## config.mk

```make
export PLATFORM = sky130hd
export DESIGN_NAME = i2c_master_register_access
export DESIGN_NICKNAME = d
export VERILOG_FILES = /design/src/hw/rtl/i2c_mra_pkg.sv /design/src/hw/rtl/i2c_master_register_access.sv
export SDC_FILE = /design/constraint.sdc
export NUM_CORES = 1
export LEC_CHECK = 0
export BUFFER_PORTS_ARGS = -buffer_cell sky130_fd_sc_hd__buf_2
export CAP_MARGIN = 0
export CELL_PAD_IN_SITES_DETAIL_PLACEMENT = 0
export CELL_PAD_IN_SITES_GLOBAL_PLACEMENT = 1
export CORE_UTILIZATION = 39
export CTS_CLUSTER_DIAMETER = 200
export CTS_CLUSTER_SIZE = 20
export DETAILED_ROUTE_END_ITERATION = 8
export GPL_TIMING_DRIVEN = 1
export PLACE_DENSITY = 0.8
export SLEW_MARGIN = 25
export SYNTH_ARGS = -nofsm -noshare
export SYNTH_HDL_FRONTEND = slang
export SYNTH_SLANG_ARGS = --single-unit
```

## constraint.sdc

```tcl
create_clock -name aclk -period 5.35 [get_ports aclk]
set_input_delay 0.535 -clock aclk [delete_from_list [all_inputs] [get_ports aclk]]
set_output_delay 0.535 -clock aclk [all_outputs]
set_load 0.02 [all_outputs]
```

## src/hw/rtl/i2c_mra_pkg.sv

```systemverilog
// Package for the I2C register-access master: bus phase encoding,
// command codes, configuration register indexes and reset values.
// No dependencies.
`default_nettype none

package i2c_mra_pkg;

    typedef enum logic [3:0] {
        PH_IDLE      = 4'd0,
        PH_START_A   = 4'd1,
        PH_START_B   = 4'd2,
        PH_BIT_LOW   = 4'd3,
        PH_BIT_HIGH  = 4'd4,
        PH_ACK_LOW   = 4'd5,
        PH_ACK_WAIT  = 4'd6,
        PH_RSTART    = 4'd7,
        PH_RD_LOW    = 4'd8,
        PH_RD_HIGH   = 4'd9,
        PH_MACK_LOW  = 4'd10,
        PH_MACK_HIGH = 4'd11,
        PH_STOP_A    = 4'd12,
        PH_STOP_B    = 4'd13,
        PH_STOP_C    = 4'd14
    } phase_t;

    typedef enum logic [1:0] {
        BYTE_DEV  = 2'd0,
        BYTE_REG  = 2'd1,
        BYTE_DATA = 2'd2
    } byte_sel_t;

    localparam logic [1:0] FUNC_WRITE = 2'd1;
    localparam logic [1:0] FUNC_READ  = 2'd2;

    localparam logic REG_HALF_PERIOD = 1'b0;
    localparam logic REG_ACK_TIMEOUT = 1'b1;

    localparam logic [15:0] HALF_PERIOD_RESET = 16'd1;
    localparam logic [15:0] ACK_TIMEOUT_RESET = 16'd1000;

endpackage

`default_nettype wire

```

## src/hw/rtl/i2c_master_register_access.sv

```systemverilog
// I2C master for single register writes and multi-byte register reads.
// One input word is one bus timing tick; uses i2c_mra_pkg.
//
//   channel | direction | handshake         | payload
//   --------+-----------+-------------------+------------------------------------------
//   s_      | in        | s_valid / s_ready | func dev_byte reg_byte write_data
//           |           |                   | byte_count sda_in
//   m_      | out       | m_valid / m_ready | scl sda_out sda_is_output busy_res byte_valid
//           |           |                   | read_byte last_byte done_res status
//   cfg_    | in        | cfg_we            | cfg_addr cfg_wdata
//
// One word per cycle while no result is stalled: the bus state and the result
// register update in the cycle the word is taken, so each result appears in the
// cycle after its word. The output register accepts a new word while the held
// result is taken. Reset (aresetn low, synchronous) returns the bus to idle and
// the configuration to half period 1, acknowledge timeout 1000.
// A stalled result holds the input side: s_ready = !m_valid | m_ready.
`default_nettype none

module i2c_master_register_access (
    input  wire logic        aclk,
    input  wire logic        aresetn,

    input  wire logic        cfg_we,
    input  wire logic        cfg_addr,
    input  wire logic [15:0] cfg_wdata,

    input  wire logic        s_valid,
    output logic             s_ready,
    input  wire logic [1:0]  s_func,
    input  wire logic [7:0]  s_dev_byte,
    input  wire logic [7:0]  s_reg_byte,
    input  wire logic [7:0]  s_write_data,
    input  wire logic [7:0]  s_byte_count,
    input  wire logic        s_sda_in,

    output logic             m_valid,
    input  wire logic        m_ready,
    output logic             m_scl,
    output logic             m_sda_out,
    output logic             m_sda_is_output,
    output logic             m_busy_res,
    output logic             m_byte_valid,
    output logic [7:0]       m_read_byte,
    output logic             m_last_byte,
    output logic             m_done_res,
    output logic             m_status
);

    // configuration
    logic [15:0] half_period_reg;
    logic [15:0] ack_timeout_reg;

    // bus state
    i2c_mra_pkg::phase_t    phase_reg, phase_next, phase_eff;
    i2c_mra_pkg::byte_sel_t byte_no_reg, byte_no_next;
    logic [2:0]  bit_index_reg, bit_index_next;
    logic [7:0]  shift_byte_reg, shift_byte_next;
    logic [7:0]  bytes_left_reg, bytes_left_next;
    logic [15:0] tick_count_reg, tick_count_next;
    logic [15:0] wait_count_reg, wait_count_next;
    logic [7:0]  saved_dev_reg, saved_dev_next;
    logic [7:0]  saved_reg_reg, saved_reg_next;
    logic [7:0]  saved_data_reg, saved_data_next;
    logic        is_read_reg, is_read_next;
    logic        failed_reg, failed_next;

    // result register
    logic        m_valid_reg, m_valid_next;
    logic        scl_reg, scl_next;
    logic        sda_reg, sda_next;
    logic        drive_reg, drive_next;
    logic        busy_reg, busy_next;
    logic        bvalid_reg, bvalid_next;
    logic [7:0]  rbyte_reg, rbyte_next;
    logic        last_reg, last_next;
    logic        done_reg, done_next;
    logic        stat_reg, stat_next;

    logic        s_accept;
    logic        load_cmd;
    logic [15:0] tick_eff;
    logic [15:0] wait_eff;
    logic [15:0] half_lim;
    logic [15:0] ack_lim;
    logic [16:0] tick_inc;
    logic        half_over;
    logic [15:0] wait_inc;
    logic        ack_expired;
    logic [7:0]  shift_in;
    logic [7:0]  bytes_dec;

    assign s_ready  = !m_valid_reg || m_ready;
    assign s_accept = s_valid && s_ready;

    assign load_cmd = (phase_reg == i2c_mra_pkg::PH_IDLE) &&
                      (s_func == i2c_mra_pkg::FUNC_WRITE || s_func == i2c_mra_pkg::FUNC_READ);
    assign phase_eff = load_cmd ? i2c_mra_pkg::PH_START_A : phase_reg;
    assign tick_eff  = load_cmd ? 16'd0 : tick_count_reg;
    assign wait_eff  = load_cmd ? 16'd0 : wait_count_reg;

    assign half_lim  = (half_period_reg == 16'd0) ? 16'd1 : half_period_reg;
    assign ack_lim   = (ack_timeout_reg == 16'd0) ? 16'd1 : ack_timeout_reg;
    assign tick_inc  = {1'b0, tick_eff} + 17'd1;
    assign half_over = tick_inc >= {1'b0, half_lim};
    assign wait_inc  = wait_eff + 16'd1;
    assign ack_expired = (wait_inc >= ack_lim) || (wait_inc == 16'd0);
    assign shift_in  = {shift_byte_reg[6:0], s_sda_in};
    assign bytes_dec = bytes_left_reg - 8'd1;

    // next state
    always_comb begin
        phase_next      = phase_eff;
        byte_no_next    = byte_no_reg;
        bit_index_next  = bit_index_reg;
        shift_byte_next = shift_byte_reg;
        bytes_left_next = bytes_left_reg;
        tick_count_next = half_over ? 16'd0 : tick_inc[15:0];
        wait_count_next = wait_eff;
        saved_dev_next  = saved_dev_reg;
        saved_reg_next  = saved_reg_reg;
        saved_data_next = saved_data_reg;
        is_read_next    = is_read_reg;
        failed_next     = failed_reg;

        if (load_cmd) begin
            saved_dev_next  = s_dev_byte;
            saved_reg_next  = s_reg_byte;
            saved_data_next = s_write_data;
            bytes_left_next = (s_byte_count == 8'd0) ? 8'd1 : s_byte_count;
            is_read_next    = (s_func == i2c_mra_pkg::FUNC_READ);
            byte_no_next    = i2c_mra_pkg::BYTE_DEV;
            failed_next     = 1'b0;
        end

        case (phase_eff)
            i2c_mra_pkg::PH_START_A: begin
                if (half_over) phase_next = i2c_mra_pkg::PH_START_B;
            end
            i2c_mra_pkg::PH_START_B: begin
                if (half_over) begin
                    shift_byte_next = (byte_no_next == i2c_mra_pkg::BYTE_DEV) ?
                                      saved_dev_next : saved_dev_next + 8'd1;
                    bit_index_next  = 3'd0;
                    phase_next      = i2c_mra_pkg::PH_BIT_LOW;
                end
            end
            i2c_mra_pkg::PH_BIT_LOW: begin
                if (half_over) phase_next = i2c_mra_pkg::PH_BIT_HIGH;
            end
            i2c_mra_pkg::PH_BIT_HIGH: begin
                if (half_over) begin
                    shift_byte_next = {shift_byte_reg[6:0], 1'b0};
                    if (bit_index_reg == 3'd7) begin
                        bit_index_next  = 3'd0;
                        wait_count_next = 16'd0;
                        phase_next      = i2c_mra_pkg::PH_ACK_LOW;
                    end else begin
                        bit_index_next = bit_index_reg + 3'd1;
                        phase_next     = i2c_mra_pkg::PH_BIT_LOW;
                    end
                end
            end
            i2c_mra_pkg::PH_ACK_LOW: begin
                if (half_over) phase_next = i2c_mra_pkg::PH_ACK_WAIT;
            end
            i2c_mra_pkg::PH_ACK_WAIT: begin
                tick_count_next = tick_eff;
                if (!s_sda_in) begin
                    wait_count_next = 16'd0;
                    tick_count_next = 16'd0;
                    case (byte_no_reg)
                        i2c_mra_pkg::BYTE_DEV: begin
                            byte_no_next    = i2c_mra_pkg::BYTE_REG;
                            shift_byte_next = saved_reg_reg;
                            bit_index_next  = 3'd0;
                            phase_next      = i2c_mra_pkg::PH_BIT_LOW;
                        end
                        i2c_mra_pkg::BYTE_REG: begin
                            byte_no_next = i2c_mra_pkg::BYTE_DATA;
                            if (is_read_reg) begin
                                phase_next = i2c_mra_pkg::PH_RSTART;
                            end else begin
                                shift_byte_next = saved_data_reg;
                                bit_index_next  = 3'd0;
                                phase_next      = i2c_mra_pkg::PH_BIT_LOW;
                            end
                        end
                        default: begin
                            if (is_read_reg) begin
                                bit_index_next  = 3'd0;
                                shift_byte_next = 8'd0;
                                phase_next      = i2c_mra_pkg::PH_RD_LOW;
                            end else begin
                                phase_next = i2c_mra_pkg::PH_STOP_A;
                            end
                        end
                    endcase
                end else if (ack_expired) begin
                    failed_next     = 1'b1;
                    wait_count_next = 16'd0;
                    tick_count_next = 16'd0;
                    phase_next      = i2c_mra_pkg::PH_STOP_A;
                end else begin
                    wait_count_next = wait_inc;
                end
            end
            i2c_mra_pkg::PH_RSTART: begin
                if (half_over) phase_next = i2c_mra_pkg::PH_START_A;
            end
            i2c_mra_pkg::PH_RD_LOW: begin
                if (half_over) phase_next = i2c_mra_pkg::PH_RD_HIGH;
            end
            i2c_mra_pkg::PH_RD_HIGH: begin
                if (half_over) begin
                    shift_byte_next = shift_in;
                    if (bit_index_reg == 3'd7) begin
                        bit_index_next = 3'd0;
                        phase_next     = i2c_mra_pkg::PH_MACK_LOW;
                    end else begin
                        bit_index_next = bit_index_reg + 3'd1;
                        phase_next     = i2c_mra_pkg::PH_RD_LOW;
                    end
                end
            end
            i2c_mra_pkg::PH_MACK_LOW: begin
                if (half_over) phase_next = i2c_mra_pkg::PH_MACK_HIGH;
            end
            i2c_mra_pkg::PH_MACK_HIGH: begin
                if (half_over) begin
                    bytes_left_next = bytes_dec;
                    if (bytes_dec == 8'd0) begin
                        phase_next = i2c_mra_pkg::PH_STOP_A;
                    end else begin
                        shift_byte_next = 8'd0;
                        phase_next      = i2c_mra_pkg::PH_RD_LOW;
                    end
                end
            end
            i2c_mra_pkg::PH_STOP_A: begin
                if (half_over) phase_next = i2c_mra_pkg::PH_STOP_B;
            end
            i2c_mra_pkg::PH_STOP_B: begin
                if (half_over) phase_next = i2c_mra_pkg::PH_STOP_C;
            end
            i2c_mra_pkg::PH_STOP_C: begin
                if (half_over) begin
                    failed_next = 1'b0;
                    phase_next  = i2c_mra_pkg::PH_IDLE;
                end
            end
            default: begin
                phase_next      = i2c_mra_pkg::PH_IDLE;
                tick_count_next = 16'd0;
            end
        endcase
    end

    // outputs of the word being taken
    always_comb begin
        scl_next    = 1'b1;
        sda_next    = 1'b1;
        drive_next  = 1'b1;
        busy_next   = (phase_eff != i2c_mra_pkg::PH_IDLE);
        bvalid_next = 1'b0;
        rbyte_next  = 8'd0;
        last_next   = 1'b0;
        done_next   = 1'b0;
        stat_next   = 1'b0;

        case (phase_eff)
            i2c_mra_pkg::PH_START_B: sda_next = 1'b0;
            i2c_mra_pkg::PH_BIT_LOW: begin
                scl_next = 1'b0;
                sda_next = shift_byte_reg[7];
            end
            i2c_mra_pkg::PH_BIT_HIGH: sda_next = shift_byte_reg[7];
            i2c_mra_pkg::PH_ACK_LOW: begin
                scl_next   = 1'b0;
                drive_next = 1'b0;
            end
            i2c_mra_pkg::PH_ACK_WAIT: drive_next = 1'b0;
            i2c_mra_pkg::PH_RSTART: scl_next = 1'b0;
            i2c_mra_pkg::PH_RD_LOW: begin
                scl_next   = 1'b0;
                drive_next = 1'b0;
            end
            i2c_mra_pkg::PH_RD_HIGH: begin
                drive_next = 1'b0;
                if (half_over && bit_index_reg == 3'd7) begin
                    bvalid_next = 1'b1;
                    rbyte_next  = shift_in;
                    last_next   = (bytes_left_reg == 8'd1);
                end
            end
            i2c_mra_pkg::PH_MACK_LOW: begin
                scl_next = 1'b0;
                sda_next = (bytes_left_reg == 8'd1);
            end
            i2c_mra_pkg::PH_MACK_HIGH: sda_next = (bytes_left_reg == 8'd1);
            i2c_mra_pkg::PH_STOP_A: begin
                scl_next = 1'b0;
                sda_next = 1'b0;
            end
            i2c_mra_pkg::PH_STOP_B: sda_next = 1'b0;
            i2c_mra_pkg::PH_STOP_C: begin
                if (half_over) begin
                    done_next = 1'b1;
                    stat_next = failed_reg;
                end
            end
            default: begin
                scl_next = 1'b1;
                sda_next = 1'b1;
            end
        endcase
    end

    assign m_valid_next = s_accept || (m_valid_reg && !m_ready);

    always_ff @(posedge aclk) begin
        if (!aresetn) begin
            half_period_reg <= i2c_mra_pkg::HALF_PERIOD_RESET;
            ack_timeout_reg <= i2c_mra_pkg::ACK_TIMEOUT_RESET;
        end else if (cfg_we) begin
            if (cfg_addr == i2c_mra_pkg::REG_HALF_PERIOD) begin
                half_period_reg <= cfg_wdata;
            end else if (cfg_addr == i2c_mra_pkg::REG_ACK_TIMEOUT) begin
                ack_timeout_reg <= cfg_wdata;
            end
        end
    end

    always_ff @(posedge aclk) begin
        if (!aresetn) begin
            phase_reg      <= i2c_mra_pkg::PH_IDLE;
            byte_no_reg    <= i2c_mra_pkg::BYTE_DEV;
            bit_index_reg  <= 3'd0;
            shift_byte_reg <= 8'd0;
            bytes_left_reg <= 8'd0;
            tick_count_reg <= 16'd0;
            wait_count_reg <= 16'd0;
            saved_dev_reg  <= 8'd0;
            saved_reg_reg  <= 8'd0;
            saved_data_reg <= 8'd0;
            is_read_reg    <= 1'b0;
            failed_reg     <= 1'b0;
            m_valid_reg    <= 1'b0;
        end else begin
            m_valid_reg <= m_valid_next;
            if (s_accept) begin
                phase_reg      <= phase_next;
                byte_no_reg    <= byte_no_next;
                bit_index_reg  <= bit_index_next;
                shift_byte_reg <= shift_byte_next;
                bytes_left_reg <= bytes_left_next;
                tick_count_reg <= tick_count_next;
                wait_count_reg <= wait_count_next;
                saved_dev_reg  <= saved_dev_next;
                saved_reg_reg  <= saved_reg_next;
                saved_data_reg <= saved_data_next;
                is_read_reg    <= is_read_next;
                failed_reg     <= failed_next;
            end
        end
    end

    always_ff @(posedge aclk) begin
        if (s_accept) begin
            scl_reg    <= scl_next;
            sda_reg    <= sda_next;
            drive_reg  <= drive_next;
            busy_reg   <= busy_next;
            bvalid_reg <= bvalid_next;
            rbyte_reg  <= rbyte_next;
            last_reg   <= last_next;
            done_reg   <= done_next;
            stat_reg   <= stat_next;
        end
    end

    assign m_valid         = m_valid_reg;
    assign m_scl           = scl_reg;
    assign m_sda_out       = sda_reg;
    assign m_sda_is_output = drive_reg;
    assign m_busy_res      = busy_reg;
    assign m_byte_valid    = bvalid_reg;
    assign m_read_byte     = rbyte_reg;
    assign m_last_byte     = last_reg;
    assign m_done_res      = done_reg;
    assign m_status        = stat_reg;

endmodule

`default_nettype wire
```

**Word level (Yosys, flattened, before mapping)**

Cells that the tools add are included.

- Register bits after elaboration: 132
- Input port bits: 57
- Output and inout port bits: 18
- Word-level logic and storage cells: 169

- Add/subtract/negate cells: 5
- Order comparisons: 2
- Equality and inequality tests: 28
- Mux-type cells: 74
- Bitwise gates (word level): 1
- Reduce and logical (&&, ||, !) cells: 35

Operators with widths:

| kind | count |
|---|---|
| 16-bit 2-to-1 mux | 11 |
| 8-bit 2-to-1 mux | 14 |
| 4-bit 2-to-1 mux | 16 |
| 16-bit one-hot mux with 2 select lines | 2 |
| 4-bit one-hot mux with 14 select lines | 1 |
| 16-bit logical NOT | 3 |
| 8-bit one-hot mux with 5 select lines | 1 |
| 3-bit 2-to-1 mux | 10 |
| 4-bit equality test (second input constant) | 7 |
| 16-bit by 1-bit adder with 17-bit output (second input constant) | 1 |
| 17-bit by 16-bit greater-or-equal comparator with 1-bit output | 1 |
| 16-bit by 1-bit adder with 16-bit output (second input constant) | 1 |
| 4-bit by 3-bit equality test with 1-bit output (second input constant) | 4 |
| 16-bit greater-or-equal comparator | 1 |
| 8-bit logical NOT | 2 |
| 8-bit one-hot mux with 2 select lines | 1 |
| 13-bit OR reduction | 1 |
| 2-bit != test (second input constant) | 6 |
| 10-bit AND reduction | 1 |
| 2-bit AND reduction | 5 |
| 3-bit one-hot mux with 3 select lines | 1 |
| 8-bit by 1-bit adder with 8-bit output (second input constant) | 1 |
| 4-bit by 2-bit equality test with 1-bit output (second input constant) | 2 |
| 8-bit by 1-bit equality test with 1-bit output (second input constant) | 1 |
| other kinds (30) | 51 |

**Logic depth before layout (Yosys ltp)**

- Depth in word-level cells: 10
- Depth in mapped cells: 26

**Least setup slack after synthesis**

OpenSTA, ideal clock, no wires.

- Path type: input port to flip-flop
- Start: input s_func[0]
- End: register shift_byte_reg[6]
- Data arrival time: 4744 ps
- Required time: 5263 ps
- Slack: 519 ps
- Cell stages on the path: 26
- Cell sequence: inv_1 -> ha_1 -> nor3_4 -> nand2_1 -> clkbuf_1 -> clkbuf_1 -> nand2_1 -> inv_1 -> ha_1 -> nand3_1 -> nor2_1 -> nand2_1 -> nor2_1 -> nand3_1 -> xor2_1 -> nor2_1 -> ha_1 -> a211oi_1 -> nand2_1 -> o221ai_2 -> nand2_1 -> buf_2 -> o221ai_2 -> buf_4 -> nand3_1 -> o31ai_1

- Longest elaborated chain between the ends: 8
- Elaborated cells on any way between the ends: 30

RTL lines:

| what | line | source |
|---|---|---|
| start, declared | i2c_master_register_access.sv:30 | `input wire logic [1:0] s_func,` |
| 2-bit by 1-bit equality test with 1-bit output or 2-bit equality test (tied branches) | i2c_master_register_access.sv:97 | `(s_func == i2c_mra_pkg::FUNC_WRITE \|\| s_func == i2c_mra_pkg::FUNC_READ);` |
| 1-bit logical OR * | i2c_master_register_access.sv:97 |  |
| 1-bit logical AND * | i2c_master_register_access.sv:96 | `assign load_cmd = (phase_reg == i2c_mra_pkg::PH_IDLE) &&` |
| 16-bit 2-to-1 mux, or another cell as far along | i2c_master_register_access.sv:99 | `assign tick_eff = load_cmd ? 16'd0 : tick_count_reg;` |
| 16-bit by 1-bit adder with 17-bit output, or another cell as far along | i2c_master_register_access.sv:104 | `assign tick_inc = {1'b0, tick_eff} + 17'd1;` |
| 17-bit by 16-bit greater-or-equal comparator with 1-bit output or 8-bit 2-to-1 mux (tied branches) | i2c_master_register_access.sv:105, i2c_master_register_access.sv:142 |  |
| 2-bit != test (no source line) or 8-bit 2-to-1 mux (tied branches) | -- |  |
| 10-bit AND reduction (no source line) or 8-bit one-hot mux with 5 select lines (tied branches) | -- |  |
| end signal, assigned | i2c_master_register_access.sv:355 | `shift_byte_reg <= shift_byte_next;` |
| end, declared | i2c_master_register_access.sv:58 | `logic [7:0] shift_byte_reg, shift_byte_next;` |

Every way passes the cells marked *; elsewhere a longest branch is shown, timed or not. The select of a mux whose other input is x is not followed.
A chain may end at the register's enable or synchronous reset.

**Final worst setup path**

- Start: input s_func[0]
- End: register tick_count_reg[1]

- Longest elaborated chain between the ends: 10
- Elaborated cells on any way between the ends: 32

RTL lines:

| what | line | source |
|---|---|---|
| 2-bit by 1-bit equality test with 1-bit output or 2-bit equality test (tied branches) | i2c_master_register_access.sv:97 |  |
| 1-bit logical OR * | i2c_master_register_access.sv:97 |  |
| 1-bit logical AND * | i2c_master_register_access.sv:96 |  |
| 16-bit 2-to-1 mux | i2c_master_register_access.sv:100 | `assign wait_eff = load_cmd ? 16'd0 : wait_count_reg;` |
| 16-bit by 1-bit adder with 16-bit output | i2c_master_register_access.sv:106 | `assign wait_inc = wait_eff + 16'd1;` |
| 16-bit greater-or-equal comparator or 16-bit logical NOT (tied branches) | i2c_master_register_access.sv:107 | `assign ack_expired = (wait_inc >= ack_lim) \|\| (wait_inc == 16'd0);` |
| 1-bit logical OR | i2c_master_register_access.sv:107 |  |
| 16-bit 2-to-1 mux | i2c_master_register_access.sv:199 | `end else if (ack_expired) begin` |
| 16-bit 2-to-1 mux | i2c_master_register_access.sv:169 | `if (!s_sda_in) begin` |
| 16-bit one-hot mux with 2 select lines * | i2c_master_register_access.sv:136 | `case (phase_eff)` |
| end signal, assigned | i2c_master_register_access.sv:357 | `tick_count_reg <= tick_count_next;` |
| end, declared | i2c_master_register_access.sv:60 | `logic [15:0] tick_count_reg, tick_count_next;` |

Every way passes the cells marked *; elsewhere a longest branch is shown, timed or not.

==> results.sh <==
export IMPL_power_frac_seq=0.416
export IMPL_io_buffers=74
export IMPL_synth_top_area_share=0.306
export IMPL_die_area_sq_um=20000
export IMPL_setup_ws_ps=560
export IMPL_cp_data_arrival_time_ps=5150
export IMPL_synth_top_flop_cell="dfxtp_1"
export IMPL_max_freq_mhz=209
export IMPL_clock_skew_ps=7.55
export IMPL_powerDensity_nw_per_um2=291
export IMPL_cts_root_buf="clkbuf_16"
export IMPL_die_h_um=142
export IMPL_period_minus_slack_ps=4790
export IMPL_tritoncts="done"
export IMPL_fin_crit_sh=0.895
export IMPL_startpoint="s_func[0]"
export IMPL_dp_slack_ps=198
export IMPL_ant_nets=0
export IMPL_rows=50
export IMPL_die_w_um=142
export IMPL_syn_cell_area_sq_um=7590
export IMPL_rr_startpoint="phase_reg[3]"
export IMPL_hold_viol_final=0
export IMPL_cts_resized_gates=0
export IMPL_max_cap_violations=0
export IMPL_p_leak_nw=3.39
export IMPL_yosysSeqAreaShare=0.369
export IMPL_clk_latency_ps=430
export IMPL_final_util=0.464
export IMPL_p_comb_frac=0.123
export IMPL_rsz0062_at_grt="false"
export IMPL_syn_nets=1036
export IMPL_worst_slew_pin_slew_ps=918
export IMPL_drtIter0Drc=395
export IMPL_routabilityCongestion=0.834
export IMPL_power_mw=2.55
export IMPL_use_met2=0.321
export IMPL_hpwl_mm=13.7
export IMPL_cts_hold_buf=0
export IMPL_nets=1090
export IMPL_crit_required_ps=5710
export IMPL_synth_distinct_cells=70
export IMPL_drcViolationCount=0
export IMPL_path_max_fanout=12
export IMPL_firstDrtPassIters=5
export IMPL_cp_start_kind="input port"
export IMPL_synthCells=938
export IMPL_area_delta_synth_final_pct=15.5
export IMPL_cts_setup_buffers=0
export IMPL_hp_class="input port to register"
export IMPL_synth_area_leaders="dfxtp_1, nand2_1, ha_1"
export IMPL_nFillCells=1939
export IMPL_grtUsageMet1=0.266
export IMPL_synth_seq_cells=132
export IMPL_grt_max_degree=41
export IMPL_first_global_vias=6250
export IMPL_path_class="input port to register"
export IMPL_p_clk_frac=0.461
export IMPL_gr_max_usage_layer="met2"
export IMPL_ir_drop_mv=0.216
export IMPL_min_from="s_write_data[3]"
export IMPL_synth_edf_count=16
export IMPL_drive_gt1_frac=0.147
export IMPL_vias_per_cell=5.29
export IMPL_boundaryPins=75
export IMPL_via_count=6698
export IMPL_clkSlewWorstSetupHoldPaths_ps=70
export IMPL_internal_power_mw=1.83
export IMPL_maxSlewHeadroom=0.387
export IMPL_htree_levels=4
export IMPL_cts_num_sinks=132
export IMPL_swShare=0.282
export IMPL_overflow=0
export IMPL_avgSynthCellArea_sq_um=8.09
export IMPL_status="completed"
export IMPL_antenna_found_initial=0
export IMPL_grt_usage=0.197
export IMPL_synth_warnings=0
export IMPL_post_synth_top_area_cell="dfxtp_1"
export IMPL_avgRoutedWirePerCell_um=15.1
export IMPL_diodes=0
export IMPL_netSwitchingPower_mw=0.721
export IMPL_start_util=0.402
export IMPL_use_met3=0.0364
export IMPL_setup_viol=0
export IMPL_grt_pass1_wl_mm=31.4
export IMPL_end_kind="register"
export IMPL_totalWireLength_mm=19.1
export IMPL_drv_slew=0
export IMPL_final_setup_tns_ps=0
export IMPL_synthArstFlopShare=0
export IMPL_core_area_sq_um=18900
export IMPL_clk_path_buf_depth=2
export IMPL_cts_buffers=17
worst paths after layout:
| kind | to | slack (ps) | cells after the start |
|---|---|---|---|
| setup / recovery | tick_count_reg[1] | 560 | 19 |
| hold / removal | saved_data_reg[3] | 340 | 3 |
| setup reg to reg | tick_count_reg[1] | 830 | 16 |
| hold reg to reg | saved_reg_reg[1] | 450 | 2 |
kinds of logic (layout without fill, tap and decap cells):
kind of cell,count (synthesis),after routing,share of synthesized area
and+or+nand+nor,371,371,0.230
AOI/OAI and AO/OA,235,235,0.209
DFF,132,132,0.369
buffers and inverters,101,168,0.0542
adders and majority gates,41,41,0.0676
xor gates and xnor gates,40,40,0.0461
muxes,18,18,0.0237
metal layers:
metal / share of wire / up-vias
met2: 0.46 / 115
met4: 0.0096 / 0
met3: 0.030 / 17
met1: 0.50 / 3133
li1: - / 3433
met5: 0 / -
worst max-delay path, stage by stage:
cell and delay, ps:
buf_2 80, inv_1 30, ha_1 430, nor3_4 70, nand2_1 190, and2_1 210, ha_1 230, nand3_2 210
o31a_1 340, o21ai_0 260, inv_1 110, ha_1 320, o21ai_0 190, o22ai_1 100, a2111o_1 310, a221oi_2 510
nand4b_4 270, a21oi_2 540, a22o_1 220
cell usage in the layout (no fill, tap or decap), drive strengths merged, types with 3 or more instances in the layout:
cell type / count
dfxtp: 116
nand4: 11
o21ai: 27
a21oi: 98
nand2: 167
a21o: 4
edfxtp: 16
clkbuf: 19
xor2: 23
nor4: 13
a211o: 3
nand3b: 4
o221ai: 3
and4: 6
ha: 41
buf: 90
a31oi: 7
a22o: 28
nor3: 14
nor2b: 7
mux2i: 18
a221oi: 7
nand2b: 8
o221a: 6
o211ai: 14
xnor2: 17
inv: 54
o31a: 3
and2: 20
a211oi: 6
or2: 4
and3: 4
nor2: 73
nand3: 32
o31ai: 10
stage by stage:
step	cell area (sq um)	instances	hold WS, ps
floorplan	7590	938	436
global placement	8170	1233	441
detailed placement	8180	1233	447
CTS	8770	1265	323
global route	8770	1265	328
finish	8770	1265	340
synthesized netlist by cell type (3+ instances only):
cell type	count
nand2b_1	8
and2_1	19
o221a_2	6
o31ai_1	10
clkbuf_1	34
a211o_1	3
dfxtp_1	116
nand3_1	31
buf_2	11
nor2b_1	7
a21oi_1	97
nor2_1	70
a22o_1	28
a211oi_1	6
ha_1	41
xnor2_1	17
buf_4	3
nand4_1	11
o211ai_1	14
o21ai_0	26
and3_1	4
o31a_1	3
xor2_1	23
a21o_1	4
edfxtp_1	16
nor3_1	13
a221oi_1	6
nor2_2	3
mux2i_1	18
and4_1	6
nand3b_1	4
inv_1	46
nor4_1	12
nand2_1	167
or2_2	4
a31oi_1	6
buf_1	6
power groups by stage:
stage	Combinational, mW	Sequential [mW]	Clock [mW]
after CTS	0.316	1.06	1.20
after floorplan	0.213	1.09	0
after global placement	0.313	1.08	0
final	0.314	1.06	1.18
after global routing	0.352	1.07	1.24
after detailed placement	0.315	1.09	0
area by class of cell:
| cell class | count | area [sq um] | area share |
|---|---|---|---|
| Multi-Input combinational cell | 705 | 4390 | 0.500 |
| Sequential cell | 132 | 2800 | 0.320 |
| Timing Repair Buffer | 90 | 490 | 0.0559 |
| Clock buffer | 19 | 454 | 0.0518 |
| Tap cell | 260 | 325 | 0.0371 |
| Inverter | 46 | 173 | 0.0197 |
| Clock inverter | 13 | 135 | 0.0154 |
(Power assumes the default switching activity.)
